**src/rtl/pic_dly.sv**
```systemverilog
// Delay line with enable that keeps side data level with the multipliers.
`timescale 1ns / 1ps

module pic_dly #(
	parameter int W = 8,
	parameter int N = 4
) (
	input  logic         clk,
	input  logic         arst_n,
	input  logic         en,
	input  logic [W-1:0] d_in,
	output logic [W-1:0] d_out
);

	logic [W-1:0] sr_q [N];

	always_ff @(posedge clk or negedge arst_n) begin
		if (!arst_n) begin
			for (int k = 0; k < N; k++) begin
				sr_q[k] <= '0;
			end
		end else if (en) begin
			sr_q[0] <= d_in;
			for (int k = 1; k < N; k++) begin
				sr_q[k] <= sr_q[k-1];
			end
		end
	end

	assign d_out = sr_q[N-1];

endmodule

```
**config.mk**
```make
export PLATFORM = sky130hd
export DESIGN_NAME = pic_dly
export DESIGN_NICKNAME = d
export VERILOG_FILES = /design/src/rtl/pic_dly.sv
export SDC_FILE = /design/constraint.sdc
export NUM_CORES = 1
export LEC_CHECK = 0
export BUFFER_PORTS_ARGS = -buffer_cell sky130_fd_sc_hd__buf_2
export CORE_MARGIN = 10
export CORE_UTILIZATION = 30
export DETAILED_ROUTE_END_ITERATION = 6
export PLACE_DENSITY_LB_ADDON = 0.25
export SYNTH_ARGS = -nofsm -noshare
export SYNTH_HDL_FRONTEND = slang
export SYNTH_SLANG_ARGS = --single-unit
```
**constraint.sdc**
```tcl
create_clock -name clk -period 1 [get_ports clk]
set_clock_uncertainty 0.1 [all_clocks]
set_input_delay 0.2 -clock clk [delete_from_list [all_inputs] [get_ports clk]]
set_output_delay 0.2 -clock clk [all_outputs]
set_load 0.01 [all_outputs]
```
==> reports/results.txt, run 1 <==
Time the worst path needs with I/O delays and setup: 1.10 ns. The I/O pin total is 19. Clock tree synthesis inserted a total of 5 buffers. Peak supply drop: 0.000913 V. The startpoint-to-endpoint class of the critical path is flip-flop to output port. Cell internal power was estimated by the tool at 2.79 mW. In this design, the stage delay of the slowest critical-path cell is 0.38 ns. The horizontal die dimension was 88.4 um. The largest area contributor in the netlist is dfrtp_1.

For the worst setup path, the data required time is 0.70 ns. Synthesized instance count: 76. The detail-routed net length per standard cell works out to 13.0 um.

The cell family contributing the most delay on the critical path is flip-flops. Among all cell types in the netlist, the one instantiated most often is dfrtp_1. Number of placement rows: 24.

The tools report the global-route total usage across every layer as 0.0623. The commonest cells after synthesis are dfrtp_1, mux2_4, buf_4, buf_12, mux2_2. The clock reaches the later pin of the worst-skew pair after 0.27 ns. The logs give 0 for the number of violations of the max-capacitance limit and 116 for the number of nets in the layout. By area the synthesized netlist is led by dfrtp_1, mux2_4, buf_12, buf_4, mux2_2. The endpoint kind of the worst setup timing path was an output port. For the number of endpoints failing setup at the final stage, the log shows 10. The top-area cell type share of the netlist area came out at 0.570.

The count of synthesis-stage warnings from yosys is 0, and the antenna diode instance count is 0. Entering global routing, the biggest net connects 25 pins. Counting distinct cell types in the post-synthesis netlist gives 6. The min-delay analysis places its worst path in the category primary input to flip-flop.

Data on the critical path arrives at its endpoint at 0.80 ns. The top flip-flop cell by instance count after synthesis is dfrtp_1. The congestion estimate from routability-driven global placement came to 0.671. The transition time at the pin with the least slew margin was 0.163 ns. Detailed placement finished with a half-perimeter wire length of 1400 um.

Dividing total power by cell area gives a power density of 2080 nW/um^2. The checks that failed: setup timing. Dividing the detail-routed via count by the number of cells gives 4.16. Share of final-layout standard cells stronger than drive strength 1: 0.679. The number of nets handed over by synthesis was 87.

The detailed-route wire length is 2060 um, and the proportion of synthesized flip-flops having asynchronous set or reset is 1.00. Yosys mapped a number of flops with a built-in enable equal to 0. The initial cell density of the core is 0.316. STA classifies the critical path startpoint as a flip-flop.

Via count of the first global-routing pass: 754. The max-slew violation count came out at 0. After synthesis the netlist holds a flip-flop and latch count of 32. The tree built by TritonCTS fans out to 32 sinks. Setup repair after global routing could not meet its margin everywhere.

For this run, the detailed router's first-pass iteration total came to 2. The analysis attributes to net switching a power of 0.785 mW. The tools report the part of the total power dissipated in combinational logic as 0.212. The initial antenna violation count was 0; the power after layout was 3.57 mW. The count of endpoints failing hold in the final timing report is 0. After synthesis, the mean cell area works out to 18.5 um^2. The area enclosed by the die boundary came out at 7820 um^2.

The tree is rooted in a clkbuf_8. The portion of total power attributed to the clock network is 0.330, and the relative slew slack is 0.892. The slowest stage of the critical path is the dfrtp_1 cell. The worst-case setup margin in the final layout was -0.100 ns; the buffers plus inverters on the worst setup path was 1. Static leakage: 0.854 nW. Timing analysis after detailed placement gives a worst setup slack of -0.107 ns. The final critical-path share of the clock period came out at 1.10. For the register share of total power, the log shows 0.458. The switching part of the total power was 0.220.

The run gives 0 as the number of routed nets with antenna violations. The region available for standard cell placement spans 4440 um^2. Clock slew seen by the registers of the worst setup and hold paths: 0.07 ns.

The flow ran to the end, but the final reports show violations. Of all nets on the critical path, the largest fanout is 2. The first global-routing pass estimated 3630 um of wire. TritonCTS built the clock tree. The run gives 909 MHz as the maximum clock frequency. For the count of unresolved DRC violations after routing, the log shows 0. The floorplan step set the die height to 88.4 um.

Relative to the synthesized area, the layout overhead comes to 22.1%. The DRC violation total after the first TritonRoute iteration came out at 33. The sequential area share after synthesis was 0.570; the count of buffers from port buffering was 18. The longest clock path from root to sink contains 2 buffers. Global routing finished with a remaining overflow of 0. The tools report the netlist area before placement as 1410 um^2.

The critical path goes through buf_2. The logs give 2 for the deepest level of the CTS H-tree and 657 for the count of vias placed by the detailed router.
power groups by stage:
stage / clock, mW / sequential, mW / combinational, mW
after floorplan: 0 / 1.63 / 0.553
after global placement: 0 / 1.66 / 0.602
after detailed placement: 0 / 1.66 / 0.608
after CTS: 1.23 / 1.64 / 0.719
after global routing: 1.31 / 1.67 / 0.820
final: 1.18 / 1.64 / 0.758
placed cells by master, fill, tap and decap left out:
master and instances:
clkinv_2 1, mux2_4 30, buf_12 4, buf_2 17, bufinv_16 1, clkbuf_8 5, buf_6 1, dfrtp_1 32
mux2_2 2, dlygate4sd3_1 1, buf_4 11, clkbuf_1 1
final timing paths:
path,from,endpoint,slack [ns],cells after the start
worst max-delay path,d_out[2],d_out[2],-0.10,1
worst min-delay path,d_in[1],sr_q[25],0.05,2
worst max register to register,d_out[2],d_out[2],-0.10,3
worst min register to register,sr_q[20],sr_q[12],0.40,1
max in group asynchronous,arst_n,sr_q[24],0.34,3
min in group asynchronous,arst_n,sr_q[30],0.31,3
metrics by stage:
step	setup TNS (ns)	cell area [um^2]	instances	hold WS, ns	utilization
after global placement	-2.18	1520	139	0.0598	0.341
after CTS	-0.849	1690	155	0.0424	0.380
final	-0.905	1720	158	0.0540	0.386
after global routing	-1.33	1720	158	0.0358	0.386
after floorplan	0	1410	76	-0.196	-
after detailed placement	-2.60	1520	139	0.0629	0.341
area by class of cell:
class	count	area (um^2)
sequential	32	801
clock buffer	6	72.6
timing repair buffer	34	269
multi-input combinational	32	473
fill	432	2730
tap	52	65.1
clock inverter	2	35.0
cells by family (layout without fill, tap and decap cells):
| kind of cell | count (synthesis) | count (layout) | share of synthesized area |
|---|---|---|---|
| mux | 32 | 32 | 0.337 |
| flops | 32 | 32 | 0.570 |
| buf+inv | 12 | 42 | 0.0935 |
registers in the layout, indices dropped and copies added, names as in the netlist:
register / flops
d_out: 8
sr_q: 24
repair_timing:
item                       in CTS  in global routing
hold buffers                    1                  0
resized for setup               0                  1
hold endpoints to repair       32                  0
setup endpoints to repair       8                 12
setup buffers                   7                  3
metal layers:
layer,up-vias,track usage,share of wire
met5,-,0,0
li1,307,-,-
met4,0,0.0352,0.021
met1,325,0.0719,0.46
met2,20,0.0810,0.42
met3,5,0.0460,0.10
Power figures use the tool's default switching activity.
==> inputs of run 2 (changes only) <==
Settings changed: ABC_AREA set to 1, BUFFER_PORTS_ARGS -buffer_cell sky130_fd_sc_hd__buf_2 to -buffer_cell sky130_fd_sc_hd__buf_4.
Clock period 1 ns to 1.27 ns, I/O delays scaled along.
==> reports/results.txt, run 2 <==
The area enclosed by the die boundary was 7600 um^2 (was 7820 um^2). The clock sink total came out at 32 (unchanged). The most frequent cell after synthesis was nand2_1 (was dfrtp_1). The deepest level of the CTS H-tree is 2 (unchanged), and the count of buffers from port buffering is 18 (unchanged).

The run gives 0.0643 (was 0.0623) as the global-route total usage across every layer. For the core footprint, the log shows 4350 um^2 (was 4440 um^2). Endpoint of the worst hold path: sr_q[26] (was sr_q[25]).

The number of nets in the layout was 166 (was 116). The hold-critical path depth is 3 (was 2), and the via count normalized by instance count is 3.99 (was 4.16). Worst flop-to-flop path endpoint: sr_q[18] (was d_out[2]). Setup repair after global routing left no endpoint under its margin. For the number of placement rows, the log shows 24 (unchanged).

The signal arrival time at the worst endpoint is 0.81 ns (was 0.80 ns), and the netlist area before placement is 1360 um^2 (was 1410 um^2). The peak supply drop is 0.000535 V (was 0.000913 V). Transition time at the pin with the least slew margin: 0.400 ns (was 0.163 ns). The time the worst path needs with I/O delays and setup is 1.17 ns, and the number of routed nets with antenna violations is 0 (unchanged). The count of hold-fix buffers inserted at cts was 1 (unchanged); the number of endpoints failing setup at the final stage was 0 (was 10).

The horizontal die dimension is 87.2 um (was 88.4 um), and the y dimension of the die is 87.2 um (was 88.4 um). Cell-by-cell listing of the critical path: buf_4 (was buf_2). The largest register by flop count was sr_q (unchanged). The count of endpoints failing hold in the final timing report is 0 (unchanged). Startpoint-to-endpoint class of the critical path: flip-flop to output port (unchanged). The power density of the placed cells came out at 1440 nW/um^2 (was 2080 nW/um^2). The share of final-layout standard cells stronger than drive strength 1 was 0.229 (was 0.679); the static leakage was 0.816 nW (was 0.854 nW). The sequential area share after synthesis was 0.591 (was 0.570).

The tools report the maximum number of pins on one net before global-route repair as 34 (was 25). The initial cell density of the core came out at 0.311 (was 0.316). Largest buffer count on any clock path: 2 (unchanged). Biggest area contributors in the synthesized netlist: dfrtp_1, nand2_1, nand2_2, buf_4, clkbuf_8 (was dfrtp_1, mux2_4, buf_12, buf_4, mux2_2). The biggest fanout along the worst timing path is 2 (unchanged), and the count of synthesis-stage warnings from yosys is 0 (unchanged). Synthesized instance count: 144 (was 76). The largest area contributor in the netlist was dfrtp_1 (unchanged). The I/O pin total was 19 (unchanged); the maximum clock frequency was 857 MHz.

The worst-case setup margin in the final layout is 0.104 ns (was -0.100 ns), and the data required time at the worst endpoint is 0.92 ns (was 0.70 ns). The number of enable-type register cells in the synthesized netlist is 0 (unchanged), and the detailed-route wire length is 2130 um (was 2060 um). The critical register-to-register path startpoint is sr_q[18] (was d_out[2]). Wire length of the first global-routing pass: 3790 um (was 3630 um).

The number of buffers added by the clock tree synthesis step was 5 (unchanged). The mean post-synth cell area works out to 9.41 um^2 (was 18.5 um^2). Worst-case setup slack after placement: 0.158 ns (was -0.107 ns). The area growth from synthesis to final layout is 9.14% (was 22.1%). The hold path startpoint is d_in[2] (was d_in[1]).

Commonest non-fill, non-tap cell in the layout: nand2_1 (was dfrtp_1). The detail-routed net length per standard cell works out to 10.4 um (was 13.0 um). The count of vias placed by the detailed router came out at 818 (was 657).

The remaining global-route overflow was 0 (unchanged). Endpoint kind of the worst setup timing path: an output port (unchanged). The final critical-path share of the clock period was 0.918; the final-layout setup total negative slack was 0 ns (was -0.905 ns).

The worst-case register-to-register setup slack was 0.55 ns (was -0.10 ns); the routability-driven placement congestion ratio was 0.672 (was 0.671). Initial antenna violation count: 0 (unchanged). The run finished with clean final reports.

The relative slew slack is 0.734 (was 0.892). The max-slew violation count was 0 (unchanged); the number of flip-flops in the largest register was 24 (unchanged). The buffers plus inverters on the worst setup path was 1 (unchanged). The number of cell instances on the worst register-to-register path came out at 2 (was 3). The total setup buffers inserted after CTS came out at 0 (was 7). Top-area cell type share of the netlist area: 0.591 (was 0.570). The startpoint type of the worst setup path is a flip-flop (unchanged). Number of fill cells in the layout: 440 (was 432). The top flip-flop cell by instance count after synthesis is dfrtp_1 (unchanged). The worst hold path class is primary input to flip-flop (unchanged).

The antenna diode instance count came out at 0 (unchanged). TritonCTS built the clock tree. The cell with the largest stage delay on the worst path is dfrtp_1 (unchanged).

Commonest cells in the netlist: nand2_1, dfrtp_1, nand2_2, buf_4 (was dfrtp_1, mux2_4, buf_4, buf_12, mux2_2). The delay of the slowest cell on the worst path was 0.39 ns (was 0.38 ns). The logs give 0.27 ns (about the same) for the clock latency reported for the late side of the worst-skew pair and 155 (was 87) for the net count after synthesis. The proportion of synthesized flip-flops having asynchronous set or reset is 1.00 (unchanged), and the count of different cell masters after synthesis is 8 (was 6). The number of violations of the max-capacitance limit was 0 (unchanged); the via count of the first global-routing pass was 879 (was 754). The tools report the first-pass iteration count of the detailed router as 4 (was 2).

The run gives 0 (unchanged) as the count of unresolved DRC violations after routing. CTS root buffer: clkbuf_8 (unchanged). The number of storage elements in the synthesis netlist works out to 32 (unchanged). The clock slew seen by the registers of the worst setup and hold paths was 0.06 ns (was 0.07 ns); the post-cts gate resize count was 0 (unchanged). The cell family with the largest share of critical-path delay is flip-flops (unchanged). For the DRC violation total after the first TritonRoute iteration, the log shows 77 (was 33).

Commonest cells after routing, fill and taps aside: nand2_1, dfrtp_1, buf_4 (was dfrtp_1, mux2_4, buf_2).
## run 2: routing by layer
metal / part of all wire / wire length [um] / GRT usage
met1: 0.50 / 1070 / 0.0710
met2: 0.43 / 909 / 0.0953
met3: 0.046 / 97 / 0.0290
met4: 0.022 / 46 / 0.0478
met5: 0 / 0 / 0
## run 2: cell type report
class	instances	area, um^2	share of cell area
flip-flops and latches	32	801	0.541
inverters	1	11.3	0.00761
well taps	52	65.1	0.0440
repair buffers	19	145	0.0981
clock buffers	5	68.8	0.0465
multi-input cells	96	388	0.262
## run 2: worst max-delay path by stage
stage                        start        to  slack [ns]  cells past startpoint
final                     d_out[2]  d_out[2]        0.10                      1
after global routing      d_out[3]  d_out[3]        0.06                      1
after CTS                 d_out[4]  d_out[4]        0.08                      1
after detailed placement        en  sr_q[28]        0.16                      4
after global placement          en  sr_q[14]        0.17                      4
after floorplan           d_out[2]  d_out[2]        0.42                      1
## run 2: metrics by stage
step	power [mW]	instance area (um^2)	cells	hold WS [ns]	utilization
finish	2.13	1480	205	0.0782	0.340
global placement	1.49	1400	199	0.110	0.322
CTS	2.18	1480	205	0.0633	0.340
global route	2.28	1480	205	0.0800	0.340
floorplan	1.44	1360	144	-0.142	-
detailed placement	1.50	1400	199	0.115	0.322
## run 2: report_power, final
group	switching (mW)	total [mW]	leakage (nW)	internal [mW]
Clock	0.313	0.665	0.0359	0.352
Sequential	0.0673	1.21	0.403	1.14
Combinational	0.143	0.264	0.377	0.121
Total	0.524	2.13	0.816	1.61
## run 2: logic make-up after synthesis
logic type / synth area share
DFF: 0.591
and+or+nand+nor: 0.286
buffers and inverters: 0.123
